**src/hdl/dlt_pkg.sv**
```systemverilog
`default_nettype none
package dlt_pkg;

  localparam int IFACE_W = 4;
  localparam int TIME_W  = 33;
  localparam int NOW_W   = 32;
  localparam int MASK_W  = 9;
  localparam int GUARD_W = 8;
  localparam int CFG_ADDR_W = 1;
  localparam int CFG_DATA_W = 9;

  localparam logic [MASK_W-1:0]  MASK_RESET  = 9'h1FF;
  localparam logic [GUARD_W-1:0] GUARD_RESET = 8'd60;

  // Register indexes of the configuration port.
  localparam logic [CFG_ADDR_W-1:0] CFG_IFACE_MASK = 1'b0;
  localparam logic [CFG_ADDR_W-1:0] CFG_GUARD_SECS = 1'b1;

  typedef enum logic [1:0] {
    CMD_REQUEST  = 2'd0,
    CMD_RELEASE  = 2'd1,
    CMD_TICK     = 2'd2,
    CMD_EXCHANGE = 2'd3
  } cmd_t;

  typedef enum logic [2:0] {
    ST_OK            = 3'd0,
    ST_INVALID_IFACE = 3'd1,
    ST_ASSIGNING     = 3'd2,
    ST_ALREADY       = 3'd3,
    ST_NOT_ASSIGNED  = 3'd4
  } status_t;

  typedef enum logic [2:0] {
    ACT_NONE        = 3'd0,
    ACT_DISCOVER    = 3'd1,
    ACT_UNICAST_REQ = 3'd2,
    ACT_BCAST_REQ   = 3'd3,
    ACT_RELEASE     = 3'd4
  } action_t;

  typedef enum logic [1:0] {
    LS_INIT      = 2'd0,
    LS_RENEWING  = 2'd1,
    LS_REBINDING = 2'd2,
    LS_BOUND     = 2'd3
  } lease_state_t;

  typedef enum logic [1:0] {
    AS_NONE      = 2'd0,
    AS_ASSIGNING = 2'd1,
    AS_ASSIGNED  = 2'd2
  } assign_t;

  // One table entry; the all-zero word is the reset value of an entry.
  typedef struct packed {
    assign_t             assign_status;
    lease_state_t        lease_state;
    logic [TIME_W-1:0]   next_due;
    logic [TIME_W-1:0]   rebind_time;
    logic [TIME_W-1:0]   expire_time;
  } entry_t;

  localparam int ENTRY_W = $bits(entry_t);

  typedef struct packed {
    logic [TIME_W-1:0] next_deadline;
    lease_state_t      client_state;
    action_t           action;
    status_t           status_code;
  } result_t;

endpackage
`default_nettype wire

```
**src/hdl/dlt_ram.sv**
```systemverilog
`default_nettype none
module dlt_ram #(
  parameter int WIDTH = 8,
  parameter int DEPTH = 16
) (
  input  wire logic                                   clk,
  input  wire logic                                   we,
  input  wire logic [(DEPTH > 1 ? $clog2(DEPTH) : 1)-1:0] waddr,
  input  wire logic [WIDTH-1:0]                       wdata,
  input  wire logic                                   re,
  input  wire logic [(DEPTH > 1 ? $clog2(DEPTH) : 1)-1:0] raddr,
  output logic      [WIDTH-1:0]                       rdata
);

  logic [WIDTH-1:0] mem [DEPTH];

  always_ff @(posedge clk) begin
    if (we) begin
      mem[waddr] <= wdata;
    end
    if (re) begin
      rdata <= mem[raddr];
    end
  end

endmodule
`default_nettype wire

```
**src/hdl/dlt_update.sv**
```systemverilog
`default_nettype none
module dlt_update (
  input  wire dlt_pkg::cmd_t                  cmd,
  input  wire logic [dlt_pkg::NOW_W-1:0]      now_secs,
  input  wire logic [dlt_pkg::NOW_W-1:0]      lease_secs,
  input  wire logic                           exchange_ok,
  input  wire logic                           in_range,
  input  wire logic                           present,
  input  wire logic [dlt_pkg::GUARD_W-1:0]    guard_secs,
  input  wire dlt_pkg::entry_t                ent_i,
  output dlt_pkg::entry_t                     ent_o,
  output logic                                we_o,
  output dlt_pkg::result_t                    res_o
);

  localparam int TW = dlt_pkg::TIME_W;

  logic [TW-1:0]   now_ext;
  logic [TW-1:0]   diff_rb;
  logic [TW-1:0]   diff_ex;
  logic [TW-1:0]   half_rb;
  logic [TW-1:0]   half_ex;
  logic [TW:0]     guard_sum;
  logic            rb_far;
  logic            ex_far;
  logic            due;
  logic [TW+1:0]   lease7;
  logic [TW-1:0]   nb_next;
  logic [TW-1:0]   nb_rebind;
  logic [TW-1:0]   nb_expire;
  logic            invalid;

  assign now_ext = {1'b0, now_secs};

  // Halfway points; a deadline already passed collapses to now.
  assign diff_rb = (ent_i.rebind_time > now_ext) ? ent_i.rebind_time - now_ext : '0;
  assign diff_ex = (ent_i.expire_time > now_ext) ? ent_i.expire_time - now_ext : '0;
  assign half_rb = now_ext + (diff_rb >> 1);
  assign half_ex = now_ext + (diff_ex >> 1);

  assign guard_sum = {1'b0, now_ext} + (TW+1)'(guard_secs);
  assign rb_far    = guard_sum < {1'b0, ent_i.rebind_time};
  assign ex_far    = guard_sum < {1'b0, ent_i.expire_time};
  assign due       = now_ext >= ent_i.next_due;

  // Both operands are below 2^32, so the sums fit in 33 bits.
  assign lease7    = ({3'b000, lease_secs} << 3) - {3'b000, lease_secs};
  assign nb_next   = now_ext + TW'(lease_secs >> 1);
  assign nb_rebind = now_ext + TW'(lease7 >> 3);
  assign nb_expire = now_ext + {1'b0, lease_secs};

  always_comb begin
    ent_o   = ent_i;
    we_o    = 1'b0;
    invalid = 1'b0;
    res_o.status_code = dlt_pkg::ST_OK;
    res_o.action      = dlt_pkg::ACT_NONE;

    if (!in_range) begin
      invalid = 1'b1;
    end else begin
      unique case (cmd)
        dlt_pkg::CMD_REQUEST: begin
          priority if (!present) begin
            invalid = 1'b1;
          end else if (ent_i.assign_status == dlt_pkg::AS_ASSIGNING) begin
            res_o.status_code = dlt_pkg::ST_ASSIGNING;
          end else if (ent_i.assign_status == dlt_pkg::AS_ASSIGNED) begin
            res_o.status_code = dlt_pkg::ST_ALREADY;
          end else begin
            ent_o.assign_status = dlt_pkg::AS_ASSIGNING;
            ent_o.lease_state   = dlt_pkg::LS_INIT;
            ent_o.next_due      = '0;
            res_o.action        = dlt_pkg::ACT_DISCOVER;
            we_o                = 1'b1;
          end
        end
        dlt_pkg::CMD_RELEASE: begin
          priority if (!present) begin
            invalid = 1'b1;
          end else if (ent_i.assign_status == dlt_pkg::AS_NONE) begin
            res_o.status_code = dlt_pkg::ST_NOT_ASSIGNED;
          end else if (ent_i.assign_status == dlt_pkg::AS_ASSIGNING) begin
            res_o.status_code = dlt_pkg::ST_ASSIGNING;
          end else begin
            ent_o        = '0;
            res_o.action = dlt_pkg::ACT_RELEASE;
            we_o         = 1'b1;
          end
        end
        dlt_pkg::CMD_TICK: begin
          priority if (ent_i.assign_status == dlt_pkg::AS_NONE) begin
            res_o.status_code = dlt_pkg::ST_NOT_ASSIGNED;
          end else if (ent_i.lease_state != dlt_pkg::LS_INIT && due) begin
            we_o = 1'b1;
            unique case (ent_i.lease_state)
              dlt_pkg::LS_BOUND: begin
                ent_o.lease_state = dlt_pkg::LS_RENEWING;
                ent_o.next_due    = half_rb;
                res_o.action      = dlt_pkg::ACT_UNICAST_REQ;
              end
              dlt_pkg::LS_RENEWING: begin
                if (rb_far) begin
                  ent_o.next_due = half_rb;
                  res_o.action   = dlt_pkg::ACT_UNICAST_REQ;
                end else begin
                  ent_o.lease_state = dlt_pkg::LS_REBINDING;
                  ent_o.next_due    = half_ex;
                  res_o.action      = dlt_pkg::ACT_BCAST_REQ;
                end
              end
              default: begin
                if (ex_far) begin
                  ent_o.next_due = half_ex;
                  res_o.action   = dlt_pkg::ACT_BCAST_REQ;
                end else begin
                  ent_o.lease_state = dlt_pkg::LS_INIT;
                  ent_o.next_due    = now_ext;
                  res_o.action      = dlt_pkg::ACT_DISCOVER;
                end
              end
            endcase
          end else begin
            we_o = 1'b0;
          end
        end
        dlt_pkg::CMD_EXCHANGE: begin
          priority if (ent_i.assign_status == dlt_pkg::AS_NONE) begin
            res_o.status_code = dlt_pkg::ST_NOT_ASSIGNED;
          end else if (exchange_ok && ent_i.lease_state != dlt_pkg::LS_BOUND) begin
            ent_o.next_due      = nb_next;
            ent_o.rebind_time   = nb_rebind;
            ent_o.expire_time   = nb_expire;
            ent_o.lease_state   = dlt_pkg::LS_BOUND;
            ent_o.assign_status = dlt_pkg::AS_ASSIGNED;
            we_o                = 1'b1;
          end else begin
            we_o = 1'b0;
          end
        end
        default: begin
          we_o = 1'b0;
        end
      endcase
    end

    if (invalid) begin
      res_o.status_code   = dlt_pkg::ST_INVALID_IFACE;
      res_o.action        = dlt_pkg::ACT_NONE;
      res_o.client_state  = dlt_pkg::LS_INIT;
      res_o.next_deadline = '0;
    end else begin
      res_o.client_state  = ent_o.lease_state;
      res_o.next_deadline = ent_o.next_due;
    end
  end

endmodule
`default_nettype wire

```
**src/hdl/dhcp_lease_timer_table.sv**
```systemverilog
// Flow: a word accepted at one clock edge has its table read issued at that edge;
// the entry update and result capture take place in the update step, which waits
// while the result register still holds an undrained word.
// The next word is taken only once the read-modify-write of the entry table has
// finished; it may be taken while a result still waits.
// Reset (rst_n low, synchronous): clears the entry valid bits, so every entry
// reads as not assigned with zero deadlines at once, and loads the mask and guard.
`default_nettype none
module dhcp_lease_timer_table #(
  parameter int NUM_IFACES = 9
) (
  input  wire logic                             clk,
  input  wire logic                             rst_n,
  // Input words.
  input  wire logic                             in_tvalid,
  output logic                                  in_tready,
  // tdata from bit 0: iface[3:0], now_secs[35:4], lease_secs[67:36],
  // exchange_ok[68], zero fill [71:69]
  input  wire logic [71:0]                      in_tdata,
  // tuser: cmd[1:0]
  input  wire logic [1:0]                       in_tuser,
  // Result words.
  output logic                                  out_tvalid,
  input  wire logic                             out_tready,
  // tdata from bit 0: status_code[2:0], action[5:3], client_state[7:6],
  // next_deadline[40:8], zero fill [47:41]
  output logic [47:0]                           out_tdata,
  // Configuration writes.
  input  wire logic                             cfg_we,
  input  wire logic [dlt_pkg::CFG_ADDR_W-1:0]   cfg_addr,
  input  wire logic [dlt_pkg::CFG_DATA_W-1:0]   cfg_wdata
);

  localparam int IDX_W   = (NUM_IFACES > 1) ? $clog2(NUM_IFACES) : 1;
  localparam int MASK_EXT = 1 << dlt_pkg::IFACE_W;

  // Two-step sequencer: IDLE waits for a word and issues the table read,
  // EXEC updates the entry and hands the result to the output register.
  typedef enum logic [1:0] {
    S_IDLE = 2'b01,
    S_EXEC = 2'b10
  } state_t;

  state_t                          state_r, state_nxt;
  logic [NUM_IFACES-1:0]           valid_r, valid_nxt;
  logic [dlt_pkg::MASK_W-1:0]      mask_r, mask_nxt;
  logic [dlt_pkg::GUARD_W-1:0]     guard_r, guard_nxt;
  logic                            out_valid_r, out_valid_nxt;
  dlt_pkg::result_t                out_data_r, out_data_nxt;

  // Fields of the word in flight, captured on accept.
  dlt_pkg::cmd_t                   cmd_r, cmd_nxt;
  logic [dlt_pkg::IFACE_W-1:0]     iface_r, iface_nxt;
  logic [dlt_pkg::NOW_W-1:0]       now_r, now_nxt;
  logic [dlt_pkg::NOW_W-1:0]       lease_r, lease_nxt;
  logic                            ok_r, ok_nxt;
  logic                            in_range_r, in_range_nxt;

  logic                            accept;
  logic                            exec_done;
  logic [dlt_pkg::IFACE_W-1:0]     in_iface;
  logic [IDX_W-1:0]                idx;
  logic [MASK_EXT-1:0]             mask_ext;
  logic                            present;
  logic [dlt_pkg::ENTRY_W-1:0]     ram_rdata;
  dlt_pkg::entry_t                 ent_cur;
  dlt_pkg::entry_t                 ent_new;
  logic                            upd_we;
  logic                            ram_we;
  dlt_pkg::result_t                upd_res;

  assign in_iface  = in_tdata[3:0];
  assign in_tready = (state_r == S_IDLE);
  assign accept    = in_tvalid && in_tready;
  // The result register is free when empty or being drained this cycle.
  assign exec_done = (state_r == S_EXEC) && (!out_valid_r || out_tready);

  assign idx      = iface_r[IDX_W-1:0];
  assign mask_ext = {{(MASK_EXT - dlt_pkg::MASK_W){1'b0}}, mask_r};
  assign present  = mask_ext[iface_r];

  // An entry never written since reset reads as the all-zero reset entry.
  assign ent_cur = (in_range_r && valid_r[idx]) ? dlt_pkg::entry_t'(ram_rdata) : '0;

  // Only one word is in flight and its write lands before the next read,
  // so no forwarding path is needed.
  dlt_ram #(
    .WIDTH (dlt_pkg::ENTRY_W),
    .DEPTH (NUM_IFACES)
  ) u_table (
    .clk   (clk),
    .we    (ram_we),
    .waddr (idx),
    .wdata (ent_new),
    .re    (accept),
    .raddr (in_iface[IDX_W-1:0]),
    .rdata (ram_rdata)
  );

  dlt_update u_update (
    .cmd         (cmd_r),
    .now_secs    (now_r),
    .lease_secs  (lease_r),
    .exchange_ok (ok_r),
    .in_range    (in_range_r),
    .present     (present),
    .guard_secs  (guard_r),
    .ent_i       (ent_cur),
    .ent_o       (ent_new),
    .we_o        (upd_we),
    .res_o       (upd_res)
  );

  assign ram_we = exec_done && upd_we;

  always_comb begin
    state_nxt     = state_r;
    valid_nxt     = valid_r;
    mask_nxt      = mask_r;
    guard_nxt     = guard_r;
    out_valid_nxt = out_valid_r;
    out_data_nxt  = out_data_r;
    cmd_nxt       = cmd_r;
    iface_nxt     = iface_r;
    now_nxt       = now_r;
    lease_nxt     = lease_r;
    ok_nxt        = ok_r;
    in_range_nxt  = in_range_r;

    if (cfg_we) begin
      unique case (cfg_addr)
        dlt_pkg::CFG_IFACE_MASK: mask_nxt  = cfg_wdata[dlt_pkg::MASK_W-1:0];
        dlt_pkg::CFG_GUARD_SECS: guard_nxt = cfg_wdata[dlt_pkg::GUARD_W-1:0];
        default:                 mask_nxt  = mask_r;
      endcase
    end

    if (out_valid_r && out_tready) begin
      out_valid_nxt = 1'b0;
    end

    unique case (state_r)
      S_IDLE: begin
        if (accept) begin
          cmd_nxt      = dlt_pkg::cmd_t'(in_tuser);
          iface_nxt    = in_iface;
          now_nxt      = in_tdata[35:4];
          lease_nxt    = in_tdata[67:36];
          ok_nxt       = in_tdata[68];
          in_range_nxt = 32'(in_iface) < NUM_IFACES;
          state_nxt    = S_EXEC;
        end
      end
      S_EXEC: begin
        if (exec_done) begin
          out_valid_nxt = 1'b1;
          out_data_nxt  = upd_res;
          state_nxt     = S_IDLE;
          if (ram_we) begin
            valid_nxt[idx] = 1'b1;
          end
        end
      end
      default: begin
        state_nxt = S_IDLE;
      end
    endcase
  end

  always_ff @(posedge clk) begin
    if (!rst_n) begin
      state_r     <= S_IDLE;
      valid_r     <= '0;
      mask_r      <= dlt_pkg::MASK_RESET;
      guard_r     <= dlt_pkg::GUARD_RESET;
      out_valid_r <= 1'b0;
    end else begin
      state_r     <= state_nxt;
      valid_r     <= valid_nxt;
      mask_r      <= mask_nxt;
      guard_r     <= guard_nxt;
      out_valid_r <= out_valid_nxt;
    end
  end

  always_ff @(posedge clk) begin
    out_data_r <= out_data_nxt;
    cmd_r      <= cmd_nxt;
    iface_r    <= iface_nxt;
    now_r      <= now_nxt;
    lease_r    <= lease_nxt;
    ok_r       <= ok_nxt;
    in_range_r <= in_range_nxt;
  end

  assign out_tvalid = out_valid_r;
  assign out_tdata  = {7'b0000000, out_data_r};

  // An accepted word always moves the sequencer into the update step.
  a_accept_to_exec: assert property (@(posedge clk) disable iff (!rst_n)
    accept |=> (state_r == S_EXEC))
    else $error("accepted word did not enter the update step");

  // Table writes happen only in the update step and only for real entries.
  a_write_in_exec: assert property (@(posedge clk) disable iff (!rst_n)
    ram_we |-> (state_r == S_EXEC) && in_range_r)
    else $error("table write outside the update step or out of range");

  // A finished update always leaves a result word and frees the input side.
  a_exec_result: assert property (@(posedge clk) disable iff (!rst_n)
    exec_done |=> out_valid_r && (state_r == S_IDLE))
    else $error("update finished without a result word");

  // A written entry is marked valid from the next cycle on.
  a_valid_after_write: assert property (@(posedge clk) disable iff (!rst_n)
    ram_we |=> valid_r[$past(idx)])
    else $error("entry not marked valid after write");

endmodule
`default_nettype wire
```
**config.mk**
```make
export PLATFORM = sky130hd
export DESIGN_NAME = dhcp_lease_timer_table
export DESIGN_NICKNAME = d
export VERILOG_FILES = /design/src/hdl/dlt_pkg.sv /design/src/hdl/dlt_ram.sv /design/src/hdl/dlt_update.sv /design/src/hdl/dhcp_lease_timer_table.sv
export SDC_FILE = /design/constraint.sdc
export NUM_CORES = 2
export LEC_CHECK = 0
export BUFFER_PORTS_ARGS = -buffer_cell sky130_fd_sc_hd__buf_2
export CORE_ASPECT_RATIO = 0.7
export CORE_MARGIN = 2
export CORE_UTILIZATION = 41
export DETAILED_ROUTE_END_ITERATION = 8
export PLACE_DENSITY = 0.58
export SYNTH_ARGS = -nofsm -noshare
export SYNTH_HDL_FRONTEND = slang
export SYNTH_SLANG_ARGS = --single-unit
export TNS_END_PERCENT = 30
```
**constraint.sdc**
```tcl
create_clock -name clk -period 13.5 [get_ports clk]
set_clock_uncertainty 0.1 [all_clocks]
set_input_delay 0.675 -clock clk [delete_from_list [all_inputs] [get_ports clk]]
set_output_delay 0.675 -clock clk [all_outputs]
set_load 0.005 [all_outputs]
```
; ---- Word level (Yosys, flattened, before mapping)
; Memories as Yosys holds them, arrays and structs flattened. A register that Yosys moved wholly into a read port is not among the register bits.
; Cells that the tools add are included.
[word_totals]
word_cells = 141
in_bits = 89
out_inout_bits = 50
regBits = 142
memories = 1
ram_bits = 927
[mem_list]
columns = memory, depth, word_bits, read_ports, rd_clocked_by_memory_dff, wr, line
row1 = u_table.mem, 9, 103, 1, 1, 1, dlt_ram.sv:15  ; logic [WIDTH-1:0] mem [DEPTH];
[classes]
eq_ne = 12
n_lt_le_gt_ge = 8
bitwise = 3
addsub = 9
mux = 70
reduce_logical = 22
[ops]
columns = operator, count
row1 = 2-to-1 mux 103 bit, 7
row2 = one-hot mux 35 bit (4 select lines), 1
row3 = adder 32 x 32 -> 33 bit, 4
row4 = 2-to-1 mux 33 bit, 4
row5 = one-hot mux 66 bit (2 select lines), 1
row6 = 2-to-1 mux 37 bit, 3
row7 = 2-to-1 mux 35 bit, 2
row8 = one-hot mux 35 bit (2 select lines), 1
row9 = less-than comparator 34 x 33 -> 1 bit, 2
row10 = greater-than comparator 33 x 32 -> 1 bit, 2
row11 = subtractor 33 x 32 -> 33 bit, 2
row12 = subtractor 35 x 32 -> 35 bit, 1
row13 = adder 32 x 31 -> 33 bit, 1
row14 = adder 32 x 8 -> 33 bit, 1
row15 = greater-or-equal comparator 32 x 33 -> 1 bit, 1
row16 = 2-to-1 mux 1 bit, 26
row17 = 2-to-1 mux 3 bit, 7
row18 = one-hot mux 3 bit (3 select lines), 2
row19 = 2-to-1 mux 2 bit, 7
row20 = 2-to-1 mux 6 bit, 2
row21 = == test 2 bit (second input constant), 5
row22 = AND reduction 2 bit, 5
row23 = bitwise OR 9 bit, 1
row24 = binary-select mux 1 bit (select 4 bit), 2
row25 = 19 further kinds, 34

; ---- Depth between registers and ports, before layout
[logic_depth]
depth_word = 13
mapped_depth = 36
ltp_nobuf = 31

; ---- Hierarchy
; From an unflattened synthesis, not the netlist that was laid out.
[hier_totals]
hier_cells = 5435
area_unflattened_um2 = 64874.7
[by_module_without_submodules]
columns = module, cells_per_inst, area_each_um2, n_inst, seq_area_each_um2
row1 = dlt_ram, 1986, 39085.0, 1, 30929.7
row2 = dlt_update, 2791, 18664.2, 1, 0.0
row3 = dhcp_lease_timer_table, 658, 7125.6, 1, 3973.8

; ---- Worst setup path after synthesis
; OpenSTA, ideal clock, no wires.
[synth_path]
path_kind = register to register
from = reg iface_r (netlist bit idx[1])
to = mem u_table.mem[4][0] in the netlist's numbering (enable)
setup_time_ps = 715
period_less_slack_ps = 12395
stages_incl_launch_ff = 18
path_slack_ps = 1105
required_ps = 12685
arrival_ps = 11580
cell_sequence = edfxtp_1 -> buf_4 -> mux2i_1 -> a221oi_2 -> a21o_2 -> buf_2 -> buf_1 -> buf_1 -> buf_1 -> nand2_1 -> ha_1 -> nand4_1 -> or3_1 -> a211oi_1 -> nor2_1 -> a311oi_2 -> nand2_1 -> nor3b_1
[synth_between]
elab_chain_cells = 13
word_cells_on_any_way = 29
cone_classes = order compare: 1 / eq/ne: 3 / mux: 19 / reduce/logical: 6
[synth_rtl]
columns = item, line
row1 = start: declaration, dhcp_lease_timer_table.sv:53  ; logic [dlt_pkg::IFACE_W-1:0] iface_r, iface_nxt;
row2 = start signal: assignment, dhcp_lease_timer_table.sv:189  ; iface_r <= iface_nxt;
row3 = binary-select mux 1 bit (select 4 bit), dhcp_lease_timer_table.sv:83  ; assign ent_cur = (in_range_r && valid_r[idx]) ? dlt_pkg::entry_t'(ram_rdata) : '0;
row4 = 2-to-1 mux 1 bit (implied by the code), dhcp_lease_timer_table.sv:83
row5 = logical AND 1 bit, dhcp_lease_timer_table.sv:83
row6 = 2-to-1 mux 103 bit, dhcp_lease_timer_table.sv:83
row7 = "greater-or-equal comparator 32 x 33 -> 1 bit, or another cell as far along", dlt_update.sv:44  ; assign due = now_ext >= ent_i.next_due;
row8 = "logical AND 1 bit, or another cell as far along", dlt_update.sv:94  ; end else if (ent_i.lease_state != dlt_pkg::LS_INIT && due) begin
row9 = "2-to-1 mux 1 bit, on equally long branches (2 in series)", --
row10 = one-hot mux 1 bit (4 select lines), dlt_update.sv:62  ; unique case (cmd)
row11 = 2-to-1 mux 1 bit, dlt_update.sv:59  ; if (!in_range) begin
row12 = logical AND 1 bit, dhcp_lease_timer_table.sv:114  ; assign ram_we = exec_done && upd_we;
row13 = 2-to-1 mux 1 bit, dlt_ram.sv:18  ; if (we) begin
row14 = 2-to-1 mux 1 bit (implied by the code), dlt_ram.sv:19  ; mem[waddr] <= wdata;
row15 = end: declaration, dlt_ram.sv:15
; Parallel ways exist; a longest one is shown, timed or not. The select of a mux whose other input is x is not followed.

; ---- Worst setup path in the final report
[layout_path]
from = reg iface_r (netlist bit idx[1])
to = mem u_table.mem[5][101] in the netlist's numbering (enable)
; Same word-level chain as after synthesis.

==> impl_metrics.py <==
metrics = {
    "outcome": {
        "run_status": "finished, final reports clean",
    },
    "clock_tree": {
        "cts_buffer_depth": 3,
        "cts_sinks": 1172,
        "cts_tree": "built",
        "clk_latency_ps": 760,
        "htreeDepth": 3,
        "cts-buffers-inserted": 106,
        "cts_setup_buffers": 0,
        "cts.clk_slew.worst_paths_ps": 70,
        "cts_root_buf": "clkbuf_16",
    },
    "logic_synthesis": {
        "yosysUniqueCellTypes": 96,
        "synth_ff_type": "edfxtp_1",
        "synth_edf_count": 1143,
        "syn_inst": 4761,
        "ys_async_sr_fraction": 0,
        "synth-seq-cells": 1172,
        "yosysSeqAreaShare": 0.567,
        "syn_area_sq_mm": 0.0615,
        "postSynthAreaPerCell_sq_um": 12.9,
        "yosysWarnings": 0,
    },
    "route": {
        "ant_nets": 0,
        "wl_per_cell_microns": 26.5,
        "drtIter0Drc": 4745,
        "wl_microns": 187000,
        "drc": 0,
        "vias": 41850,
        "firstDrtPassIters": 6,
        "viasPerCell": 5.94,
    },
    "power_and_ir_drop": {
        "power_density_mw_per_mm2": 121,
        "comb_power_share": 0.154,
        "switching_share": 0.269,
        "clock_power_share": 0.356,
        "p_leak_uw": 0.0259,
        "p_seq_frac": 0.490,
        "switching_power_uw": 2230,
        "p_int_uw": 6060,
        "vdd_ir_drop_max_v": 0.000111,
    },
    "timing": {
        "worst_slack_ps": 3430,
        "fin_crit_ps": 10070,
        "relSlewSlack": 0.0682,
        "final.setup.tns_ps": 0,
        "setup-violations-final": 0,
        "timing.final.crit_share": 0.746,
        "slew_viol_final": 0,
        "rsz0062_at_grt": "false",
        "worst_pin_slew_ps": 1380,
        "hold_viol_final": 0,
        "clock.fmax_ghz": 0.0993,
    },
    "floorplanning": {
        "dieHeight_microns": 328,
        "die-area_sq_mm": 0.153,
        "ios": 139,
        "die_w_microns": 467,
        "design.core.area_sq_mm": 0.149,
        "initial_core_util": 0.414,
        "rows": 118,
    },
    "layout": {
        "fin_cells": 7043,
        "final_cell_area_sq_mm": 0.0688,
        "drive_gt1_frac": 0.128,
        "fin_nets": 5426,
        "area_growth_pct": 11.7,
        "fin_util": 0.463,
    },
    "worst_hold_path": {
        "hp-class": "input pin to register",
    },
    "job": {
        "cap_viol_max_count": 0,
    },
    "global_route": {
        "grt-ovfl-total": 0,
        "grt_max_degree": 97,
        "antenna_found_initial": 5,
        "grt_pass1_wl_microns": 273000,
        "grt_pass1_vias": 39668,
        "grt_util_all_layers": 0.240,
    },
    "critical_path": {
        "startpoint_type": "register",
        "cp.required_ps": 13740,
        "crit_fanout": 52,
        "endpoint_kind": "register",
        "crit_arrival_ps": 10310,
        "worstSetupPathType": "register to register",
    },
    "placed_design": {
        "portBuffers": 128,
        "place_ws_ps": 3880,
        "finalWeightedCongestion": 0.962,
        "placedInstanceArea_sq_mm": 0.0648,
        "hpwl_microns": 130000,
        "dp_cells": 6789,
    },
}
[per-layer routing]
layer  GRT usage  wire length, microns  part of all wire  vias to the layer above
met2       0.340                 77500              0.41                     1812
met4      0.0430                  2990             0.016                        4
li1            -                     -                 -                    18713
met5           0                    23           0.00012                        -
met1       0.380                 88800              0.48                    21125
met3      0.0501                 17600             0.094                      196
[synth_stat cells, drive strengths merged (30+ instances only)]
library cell,n,area share
nand2b,34,0.0035
inv,200,0.012
xor2,91,0.013
mux2i,110,0.018
and3,32,0.0033
a31oi,42,0.0043
mux4,208,0.076
nor2b,39,0.0040
nor3,52,0.0044
o22ai,34,0.0035
and2,30,0.0030
clkbuf,119,0.0073
buf,67,0.0052
a21o,149,0.018
nand3,77,0.0063
o21ai,257,0.021
edfxtp,1143,0.56
ha,357,0.073
a21oi,300,0.025
a22oi,35,0.0043
o21a,52,0.0063
o21bai,44,0.0054
nand2,406,0.025
xnor2,147,0.021
nand4,41,0.0042
nor2,350,0.021
[layout by cell type, fill, tap and decap left out, types with 19 or more instances in the layout]
cell type / netlist / layout
edfxtp_1: 1143 / 1143
nand2_1: 406 / 406
ha_1: 357 / 357
nor2_1: 349 / 341
a21oi_1: 297 / 295
o21ai_0: 250 / 249
mux4_2: 208 / 208
inv_1: 200 / 199
a21o_1: 148 / 148
xnor2_1: 147 / 147
buf_2: 21 / 124
mux2i_1: 110 / 110
clkbuf_16: 0 / 106
buf_4: 11 / 99
xor2_1: 91 / 91
nand3_1: 77 / 77
dlygate4sd3_1: 0 / 55
o21a_1: 52 / 52
nor3_1: 51 / 50
o21bai_1: 44 / 44
nand4_1: 41 / 41
a31oi_1: 42 / 41
nor2b_1: 39 / 38
a22oi_1: 35 / 35
nand2b_1: 34 / 34
o22ai_1: 34 / 34
and3_1: 32 / 32
and2_1: 30 / 29
dfxtp_1: 29 / 29
clkinv_1: 0 / 27
a211oi_1: 26 / 26
o221ai_1: 22 / 22
o31ai_1: 21 / 21
or3_1: 19 / 19
[power groups by stage]
stage | Clock (uW) | Combinational (uW) | Sequential [uW]
2_1_floorplan | 0 | 858 | 4130
3_3_place_gp | 0 | 1220 | 4140
3_5_place_dp | 0 | 1230 | 4140
4_1_cts | 3000 | 1250 | 4060
5_1_grt | 3150 | 1380 | 4070
6_report | 2950 | 1280 | 4070
[through the flow]
step / hold slack, ps / power, uW
2_1_floorplan: 332 / 4980
3_3_place_gp: 342 / 5360
3_5_place_dp: 354 / 5370
4_1_cts: 0.0581 / 8310
5_1_grt: 5.48 / 8590
6_report: 33.3 / 8290
[critical path, stage by stage, from the launching register on]
cell and delay [ps]:
edfxtp_1 740, mux2_1 230, a2bb2oi_1 440, a21o_4 580, buf_4 570, buf_4 460, and2_1 420, ha_1 200
nand4_1 110, o21ai_0 1070, a221oi_1 320, o221a_2 460, a211oi_1 410, nor2_1 190, a311oi_2 810, nand3b_1 440
nor2_4 1110, buf_4 820
[area by class of cell]
| type | count | area (sq um) |
|---|---|---|
| diodes | 1 | 2.50 |
| multi-input cells | 3209 | 25300 |
| fillers | 13365 | 79800 |
| inverters | 200 | 751 |
| clock buffers | 124 | 2730 |
| flip-flops and latches | 1172 | 34900 |
| clock inverters | 74 | 648 |
| repair buffers | 283 | 1990 |
| well taps | 1980 | 2480 |
[cell families after synthesis]
group	Yosys count	synth area share
other	1	0.0000609
AND/OR/NAND/NOR	1137	0.0840
multiplexers	320	0.0944
AO/OA/AOI/OAI	1139	0.120
adder cells (fa/ha/maj)	368	0.0757
XOR/XNOR	238	0.0339
buffers and inverters	386	0.0246
flip-flops	1172	0.567
[flip-flops by register name (all words and copies together) (netlist names), 2 cells and up]
signal	cells
u_table.mem	927
u_table.rdata	103
out_tdata	41
lease_r	32
now_r	32
mask_r	9
valid_r	9
guard_r	8
idx	4
cmd_r	2
state_r	2
[worst paths after layout]
| check | from | to | slack (ps) | depth (start not counted) |
|---|---|---|---|---|
| setup / recovery | idx[1] | u_table.mem[5][101] | 3430 | 17 |
| hold / removal | in_tdata[49] | lease_r[13] | 30 | 1 |
| setup reg to reg | idx[1] | u_table.mem[5][101] | 3430 | 17 |
| hold reg to reg | valid_r[0] | valid_r[0] | 360 | 1 |
[timing repair]
item | in CTS | in global routing
hold buffers | 55 | 0
endpoints found under the hold margin | 55 | 0
gates resized for setup | 0 | 0
Power figures use the tool's default switching activity.
